### config.mk
export PLATFORM = sky130hd
export DESIGN_NAME = task_slot_pool_with_call_depth_unit
export DESIGN_NICKNAME = d
export VERILOG_FILES = /design/src/rtl/core/tsp_pkg.sv /design/src/rtl/core/task_slot_pool_with_call_depth_unit.sv
export SDC_FILE = /design/constraint.sdc
export NUM_CORES = 1
export LEC_CHECK = 0
export ABC_AREA = 1
export BUFFER_PORTS_ARGS = -buffer_cell sky130_fd_sc_hd__clkbuf_2
export CAP_MARGIN = 15
export CELL_PAD_IN_SITES_DETAIL_PLACEMENT = 0
export CELL_PAD_IN_SITES_GLOBAL_PLACEMENT = 1
export CORE_MARGIN = 10
export CORE_UTILIZATION = 40
export DETAILED_ROUTE_END_ITERATION = 10
export GPL_TIMING_DRIVEN = 0
export PLACE_DENSITY_LB_ADDON = 0.1
export SLEW_MARGIN = 0
export SYNTH_ARGS = -nofsm -noshare
export SYNTH_HDL_FRONTEND = slang
export SYNTH_SLANG_ARGS = --single-unit
### constraint.sdc
create_clock -name clk_i -period 3.35 [get_ports clk_i]
set_input_delay 0.1675 -clock clk_i [delete_from_list [all_inputs] [get_ports clk_i]]
set_output_delay 0.1675 -clock clk_i [all_outputs]
set_load 0.02 [all_outputs]
### src/rtl/core/tsp_pkg.sv
`timescale 1ns / 1ps
`default_nettype none
// ----------------------------------------------------------------------------
// tsp_pkg: shared definitions of the task slot pool
// command codes, field widths and the default pool size
// ----------------------------------------------------------------------------
package tsp_pkg;

  // field widths
  localparam int CMD_W   = 3;
  localparam int SLOT_W  = 4;
  localparam int SSIZE_W = 8;
  localparam int ROUT_W  = 32;
  localparam int CNT_W   = 5;
  localparam int DEPTH_W = 8;

  // default number of task slots
  localparam int unsigned NUM_SLOTS_DEF = 16;

  // command codes
  localparam logic [CMD_W-1:0] CMD_INIT  = 3'd0;
  localparam logic [CMD_W-1:0] CMD_ALLOC = 3'd1;
  localparam logic [CMD_W-1:0] CMD_FREE  = 3'd2;
  localparam logic [CMD_W-1:0] CMD_PUSH  = 3'd3;
  localparam logic [CMD_W-1:0] CMD_POP   = 3'd4;

endpackage
`default_nettype wire

### src/rtl/core/task_slot_pool_with_call_depth_unit.sv
`timescale 1ns / 1ps
`default_nettype none
// ----------------------------------------------------------------------------
// task_slot_pool_with_call_depth_unit: task slot allocator with call depth
// free list of task slots in slot memory, live bits and per-slot call depth
// ----------------------------------------------------------------------------
// usage
//   input channel (in_valid_i / in_stall_o) carries one command per transfer:
//   init, alloc, free, push or pop, with slot, stack_size, routine and count
//   output channel (out_valid_o / out_stall_i) returns one result per command:
//   ok, given_slot and the call depth of the reported slot
// timing
//   a command is taken in idle, the slot memories are read on that edge and
//   the command is then executed in S_EXEC, which loads the output register
//   a new command is taken only in idle, so commands never overlap
//   init with n slots (count saturated to the pool size) walks the free-list
//   memory one link per cycle
//   the single read/modify/write step on the slot memories serialises commands
// reset
//   pool empty, all slots not live; slot memories hold no reset value
// receiver stall
//   a waiting result stays in the output register; the next command is still
//   taken, but its execute step holds until the output register frees up
// ----------------------------------------------------------------------------
module task_slot_pool_with_call_depth_unit #(
  parameter int unsigned NUM_SLOTS = tsp_pkg::NUM_SLOTS_DEF
) (
  input  wire logic                        clk_i,
  input  wire logic                        rst_ni,
  // command channel
  input  wire logic                        in_valid_i,
  output logic                             in_stall_o,
  input  wire logic [tsp_pkg::CMD_W-1:0]   cmd_i,
  input  wire logic [tsp_pkg::SLOT_W-1:0]  slot_i,
  input  wire logic [tsp_pkg::SSIZE_W-1:0] stack_size_i,
  input  wire logic [tsp_pkg::ROUT_W-1:0]  routine_i,
  input  wire logic [tsp_pkg::CNT_W-1:0]   count_i,
  // result channel
  output logic                             out_valid_o,
  input  wire logic                        out_stall_i,
  output logic                             ok_o,
  output logic [tsp_pkg::SLOT_W-1:0]       given_slot_o,
  output logic [tsp_pkg::DEPTH_W-1:0]      depth_o
);

  // slot index width and pointer width (pointer also codes null)
  localparam int AW = (NUM_SLOTS > 1) ? $clog2(NUM_SLOTS) : 1;
  localparam int PW = $clog2(NUM_SLOTS + 1);
  localparam int SW = tsp_pkg::SLOT_W;
  localparam int DW = tsp_pkg::DEPTH_W;
  localparam logic [PW-1:0] NULL_PTR = PW'(NUM_SLOTS);

  // sequencer states
  localparam logic [1:0] S_IDLE = 2'd0;
  localparam logic [1:0] S_EXEC = 2'd1;
  localparam logic [1:0] S_WALK = 2'd2;

  logic [1:0] state_q, state_d;

  // command held for the execute step
  logic [tsp_pkg::CMD_W-1:0]   cmd_q;
  logic [SW-1:0]               slot_q;
  logic [tsp_pkg::SSIZE_W-1:0] ssize_q;
  logic                        rt_nz_q;
  logic [PW-1:0]               n_q;

  // pool state
  logic [PW-1:0]        free_head_q, free_head_d;
  logic [NUM_SLOTS-1:0] live_q, live_d;
  logic [AW-1:0]        walk_idx_q, walk_idx_d;

  // slot memories
  logic [PW-1:0] next_free_mem [NUM_SLOTS];
  logic [DW-1:0] call_depth_mem [NUM_SLOTS];
  logic [DW-1:0] depth_limit_mem [NUM_SLOTS];
  logic [PW-1:0] nf_rd_q;
  logic [DW-1:0] cd_rd_q;
  logic [DW-1:0] lim_rd_q;

  logic          nf_we;
  logic [AW-1:0] nf_waddr;
  logic [PW-1:0] nf_wdata;
  logic          cd_we;
  logic          lim_we;
  logic [AW-1:0] dl_waddr;
  logic [DW-1:0] cd_wdata;

  // output register
  logic          out_valid_q, out_valid_d;
  logic          ok_q, ok_d;
  logic [SW-1:0] given_q, given_d;
  logic [DW-1:0] depth_q, depth_d;

  logic          in_xfer;
  logic          out_free;
  logic          produce;
  logic [AW-1:0] rd_addr;
  logic [AW-1:0] sidx;
  logic [AW-1:0] hidx;
  logic          in_range;
  logic          live;
  logic          head_null;
  logic          walk_last;
  logic [PW-1:0] n_d;

  assign in_stall_o = (state_q != S_IDLE);
  assign in_xfer    = in_valid_i && !in_stall_o;
  assign out_free   = !out_valid_q || !out_stall_i;

  // alloc reads the links of the head slot, every other command its own slot
  assign rd_addr = (cmd_i == tsp_pkg::CMD_ALLOC) ? AW'(free_head_q) : AW'(slot_i);

  // init count saturates to the pool size
  assign n_d = (32'(count_i) > 32'(NUM_SLOTS)) ? PW'(NUM_SLOTS) : PW'(count_i);

  assign sidx      = AW'(slot_q);
  assign hidx      = AW'(free_head_q);
  assign in_range  = (32'(slot_q) < 32'(NUM_SLOTS));
  assign live      = in_range && live_q[sidx];
  assign head_null = (free_head_q == NULL_PTR);
  assign walk_last = (PW'(walk_idx_q) == (n_q - PW'(1)));

  // sequencer and the shared compare/increment step
  always_comb begin
    state_d     = state_q;
    free_head_d = free_head_q;
    live_d      = live_q;
    walk_idx_d  = walk_idx_q;
    nf_we       = 1'b0;
    nf_waddr    = sidx;
    nf_wdata    = free_head_q;
    cd_we       = 1'b0;
    lim_we      = 1'b0;
    dl_waddr    = sidx;
    cd_wdata    = cd_rd_q;
    produce     = 1'b0;
    ok_d        = 1'b0;
    given_d     = slot_q;
    depth_d     = live ? cd_rd_q : '0;

    case (state_q)
      S_IDLE: begin
        if (in_xfer) begin
          state_d = S_EXEC;
        end
      end
      S_EXEC: begin
        if (out_free) begin
          produce = 1'b1;
          state_d = S_IDLE;
          case (cmd_q)
            tsp_pkg::CMD_INIT: begin
              if (n_q != '0) begin
                // rebuild the pool: result comes out at the end of the walk
                produce    = 1'b0;
                state_d    = S_WALK;
                live_d     = '0;
                walk_idx_d = '0;
              end
            end
            tsp_pkg::CMD_ALLOC: begin
              depth_d = '0;
              if (ssize_q != '0 && rt_nz_q && !head_null) begin
                ok_d         = 1'b1;
                given_d      = SW'(free_head_q);
                free_head_d  = nf_rd_q;
                live_d[hidx] = 1'b1;
                dl_waddr     = hidx;
                cd_we        = 1'b1;
                lim_we       = 1'b1;
                cd_wdata     = '0;
              end
            end
            tsp_pkg::CMD_FREE: begin
              if (live) begin
                ok_d         = 1'b1;
                depth_d      = '0;
                live_d[sidx] = 1'b0;
                nf_we        = 1'b1;
                free_head_d  = PW'(slot_q);
              end
            end
            tsp_pkg::CMD_PUSH: begin
              if (live && rt_nz_q && cd_rd_q < lim_rd_q) begin
                ok_d     = 1'b1;
                cd_we    = 1'b1;
                cd_wdata = cd_rd_q + DW'(1);
                depth_d  = cd_wdata;
              end
            end
            tsp_pkg::CMD_POP: begin
              if (live && cd_rd_q <= lim_rd_q && cd_rd_q != '0) begin
                ok_d     = 1'b1;
                cd_we    = 1'b1;
                cd_wdata = cd_rd_q - DW'(1);
                depth_d  = cd_wdata;
              end
            end
            default: begin
              ok_d = 1'b0;
            end
          endcase
        end
      end
      S_WALK: begin
        // slot i links to slot i-1, slot 0 ends the list
        nf_we    = 1'b1;
        nf_waddr = walk_idx_q;
        nf_wdata = (walk_idx_q == '0) ? NULL_PTR : PW'(walk_idx_q - AW'(1));
        ok_d     = 1'b1;
        depth_d  = '0;
        if (walk_last) begin
          if (out_free) begin
            produce     = 1'b1;
            free_head_d = PW'(walk_idx_q);
            state_d     = S_IDLE;
          end
        end else begin
          walk_idx_d = walk_idx_q + AW'(1);
        end
      end
      default: begin
        state_d = S_IDLE;
      end
    endcase
  end

  always_comb begin
    if (produce) begin
      out_valid_d = 1'b1;
    end else if (!out_stall_i) begin
      out_valid_d = 1'b0;
    end else begin
      out_valid_d = out_valid_q;
    end
  end

  // control state
  always_ff @(posedge clk_i or negedge rst_ni) begin
    if (!rst_ni) begin
      state_q     <= S_IDLE;
      free_head_q <= NULL_PTR;
      live_q      <= '0;
      out_valid_q <= 1'b0;
    end else begin
      state_q     <= state_d;
      free_head_q <= free_head_d;
      live_q      <= live_d;
      out_valid_q <= out_valid_d;
    end
  end

  // payload registers
  always_ff @(posedge clk_i) begin
    if (in_xfer) begin
      cmd_q   <= cmd_i;
      slot_q  <= slot_i;
      ssize_q <= stack_size_i;
      rt_nz_q <= (routine_i != '0);
      n_q     <= n_d;
    end
    walk_idx_q <= walk_idx_d;
    if (produce) begin
      ok_q    <= ok_d;
      given_q <= given_d;
      depth_q <= depth_d;
    end
  end

  // slot memories: one registered read at transfer, one write per cycle
  always_ff @(posedge clk_i) begin
    if (in_xfer) begin
      nf_rd_q  <= next_free_mem[rd_addr];
      cd_rd_q  <= call_depth_mem[rd_addr];
      lim_rd_q <= depth_limit_mem[rd_addr];
    end
    if (nf_we) begin
      next_free_mem[nf_waddr] <= nf_wdata;
    end
    if (cd_we) begin
      call_depth_mem[dl_waddr] <= cd_wdata;
    end
    if (lim_we) begin
      depth_limit_mem[dl_waddr] <= ssize_q;
    end
  end

  assign out_valid_o  = out_valid_q;
  assign ok_o         = ok_q;
  assign given_slot_o = given_q;
  assign depth_o      = depth_q;

  // free list head is a slot or null
  a_head_range : assert property (@(posedge clk_i) disable iff (!rst_ni)
    free_head_q <= NULL_PTR)
    else $error("free list head out of range");

  // an accepted command enters the execute state in the next cycle
  a_accept_exec : assert property (@(posedge clk_i) disable iff (!rst_ni)
    in_xfer |=> state_q == S_EXEC)
    else $error("accepted command not executed");

  // the init walk stays inside the saturated count
  a_walk_bound : assert property (@(posedge clk_i) disable iff (!rst_ni)
    state_q == S_WALK |-> (PW'(walk_idx_q) < n_q))
    else $error("init walk beyond count");

endmodule
`default_nettype wire

==> impl_results.md <==
* I/O Pins at 71
* CTS tree: yes
* Most common cell after layout, fill and taps aside: edfxtp_1
* Cell Area, Synth at 19,000 um2
* Unique masters post-synth at 42
* Setup TNS at 0 ns
* Grt total ovfl at 0
* Fin Clk Skew at 0.0339 ns
* Crit path launch type: register
* Final wirelength at 64,600 um
* Root buf cell: clkbuf_16
* Worst path cell trace: nor2_1, nand2_1, nor2_2, nor2_4, nand2_4, inv_4, nand2_8, buf_6, nand2_1, o21ai_2, inv_2, nor2_2, nand2_1, nor2_2
* Initial antenna violation count at 2
* Area Growth Syn to Fin at 18.7%
* WP data arrival at 3.51 ns
* All-layer global routing usage at 22.5%
* R2R Setup Slk at 0.05 ns
* 1st-pass router iterations at 7
* Worst Path Required at 3.56 ns
* Final worst slack at 0.0488 ns
* Length of routed met3 wiring at 4680 um
* Initial Utilization at 40.6%
* Global-route wire length before repair at 94,400 um
* Max Cap Viol at 0
* Detailed-route via count at 14,400
* Crit path buf inv count at 3
* Final ANT Viol Nets at 0
* Worst r2r path cells at 14
* LEAKAGE at 8.10 nW
* FF+latch count, synth at 419
* Syn Area/Cell at 10.9 um2
* Outcome: complete, no violations
* Worst relative slew slack at 29.9%
* Num CTS Buffers at 46
* Die Ht at 238 um
* Maximum buffer depth of the clock tree at 3
* CP Depth at 14
* Vias in the first global route at 14,100
* Routed WL per cell at 25.2 um
* RSZ-0062 raised after global routing: yes
* Power Density at 680 nW/um2
* Antenna Diode Count at 0
* Crit path max-delay family: simple AND/OR/NAND/NOR gates
* Fmax at 303 MHz
* CP Capture Point: call_depth_mem[2][3]$_DFFE_PP_
* Clk sink count at 419
* Slew Viols, Final at 0
* Reg2reg start: ssize_q[0]$_DFFE_PP_
* Final hold vios at 0
* Maximum vdd ir drop at 364 uV
* CP Class: reg2reg
* Most frequent cells in the layout: edfxtp_1, nand2_1, nor2_1
* Worst R2R End: call_depth_mem[2][3]$_DFFE_PP_
* Die area at 56,600 um2
* Number of fillers in the final layout at 4,303
* Share of cells above drive strength 1 at 14.4%
* Drt first-iter violations at 1,499
* Clock transition at path regs at 0.06 ns
* Gpl congestion at 0.880
* Crit-path max FO at 10
* Warnings, synthesis at 0
* PortBufs at 70
* Nets@finish at 2,000
* Post-DR vias/cell at 5.61
* Clk_lat worst skew at 0.60 ns
* CTS H-tree lvls at 2
* Crit. Startpoint: ssize_q[0]$_DFFE_PP_
* DIE WIDTH at 238 um
* Placeable Area at 46,800 um2
* # rows at 79
* DR WL met2 at 31,000 um
* Register area share after synthesis at 65.7%
* Critical Path Sink Type: register
* Post-route DRC at 0
* Final period util at 98.5%
* Setup Viol. Count Final at 0
* Slowest-stage cell, CP: edfxtp_1
* Worst hold path class: in2reg
* Top layer in use: met5
* Synth Instances at 1,740
* Slew of the pin with the lowest slew margin at 1.05 ns
* M1 WL at 27,200 um
* DPL Wire Length at 44,000 um
* Time the worst path needs with I/O delays and setup at 3.30 ns
* Largest net degree at the start of global routing at 30
* Mapped Nets at 1,814
* Place WS at -0.602 ns
* Slowest cell delay on critical path at 0.55 ns
-- sequential cells by signal, summed over array words and instances, names as in the netlist, 3 cells and up --
register and flops:
call_depth_mem 128, next_free_mem 80, depth_limit_mem 128, free_head_q 5
live_q 16, n_q 5, nf_rd_q 5, ssize_q 8
cd_rd_q 8, lim_rd_q 8, walk_idx_q 4, given_slot_o 4
depth_o 8, sidx 4, cmd_q 3
-- worst register-to-register path, cell delays in order, from the launching register on --
cell      delay, ns
edfxtp_1       0.55
nor2_1         0.18
nand2_1        0.08
nor2_2         0.36
nor2_4         0.10
nand2_4        0.12
inv_4          0.06
nand2_8        0.08
buf_6          0.19
nand2_1        0.08
o21ai_2        0.14
inv_2          0.14
nor2_2         0.17
nand2_1        0.12
nor2_2         0.54
-- per-layer routing --
| layer | up-vias | GRT usage, % |
|---|---|---|
| met5 | - | 0 |
| met4 | 2 | 7.07 |
| met3 | 95 | 3.54 |
| met2 | 589 | 37.6 |
| met1 | 7081 | 29.5 |
| li1 | 6630 | - |
-- cell families after synthesis --
kind of cell,count (synthesis),share of synthesized area [%]
AND/OR/NAND/NOR,732,16.1
flip-flops,419,65.7
AO/OA/AOI/OAI,364,12.2
buffers and inverters,189,4.01
XOR/XNOR,18,0.831
adder cells (fa/ha/maj),18,1.19
-- metrics by stage --
step	utilization, %	instances	power, W	cell area [um2]	hold slack, ns
floorplan	-	1740	0.00868	19000	-0.128
global placement	43.0	2417	0.0100	20100	0.237
detailed placement	43.1	2424	0.0101	20200	0.256
CTS	47.3	2533	0.0153	22100	0.0414
global route	48.2	2568	0.0160	22500	0.129
finish	48.2	2568	0.0153	22500	0.0698
-- cell usage after synthesis (all sizes together) --
cell | n | area, um2
a221oi | 1 | 26.3
o21a | 2 | 15.0
o21bai | 15 | 113
a32o | 15 | 150
a21oi | 10 | 50.1
buf | 26 | 144
nor4 | 8 | 50.1
nand3 | 113 | 571
ha | 18 | 225
dfrtp | 23 | 576
clkinv | 2 | 7.51
dfstp | 1 | 26.3
inv | 94 | 358
clkbuf | 67 | 251
nor2 | 268 | 1050
nand4 | 15 | 100
nand2 | 313 | 1210
o22ai | 24 | 150
xnor2 | 4 | 35.0
xor2 | 14 | 123
nor3 | 10 | 50.1
o221ai | 62 | 543
o211ai | 23 | 173
a22oi | 1 | 7.51
o21ai | 209 | 1070
edfxtp | 395 | 11900
o31ai | 2 | 15.0
or2 | 5 | 31.3
-- final cells by class --
type                            instances  area, um2  area share, %
Tap cell                              607        759           3.37
Multi-Input combinational cell       1132       6030           26.8
Clock buffer                           61       1230           5.45
Inverter                               96        365           1.62
Timing Repair Buffer                  138        996           4.42
Buffer                                 93        398           1.77
Clock inverter                         22        288           1.28
Sequential cell                       419      12500           55.3
-- worst min path at each step --
| stage | from | endpoint | slack (ns) | cells past startpoint |
|---|---|---|---|---|
| 2_1_floorplan | rst_ni | free_head_q[0]$_DFFE_PN0P_ | -0.13 | 0 |
| 3_3_place_gp | rst_ni | live_q[12]$_DFFE_PN0P_ | 0.24 | 1 |
| 3_5_place_dp | rst_ni | live_q[13]$_DFFE_PN0P_ | 0.26 | 1 |
| 4_1_cts | out_stall_i | out_valid_o$_DFFE_PN0P_ | 0.04 | 4 |
| 5_1_grt | out_stall_i | out_valid_o$_DFFE_PN0P_ | 0.13 | 4 |
| 6_report | out_stall_i | out_valid_o$_DFFE_PN0P_ | 0.07 | 4 |
-- timing repair --
action,CTS,global route
hold buffers,26,0
buffers inserted,0,34
endpoints found under the hold margin,45,0
gates resized for setup,52,26
pin swaps,0,6
setup endpoints to repair,384,399
-- report_power, final --
group / leakage [nW] / total [W] / switching [W] / internal (W)
registers: 3.91 / 0.00671 / 0.000226 / 0.00648
clock network: 0.719 / 0.00511 / 0.00213 / 0.00298
logic: 3.48 / 0.00351 / 0.00263 / 0.000873
Note: power is estimated with default switching activity, not from simulation.
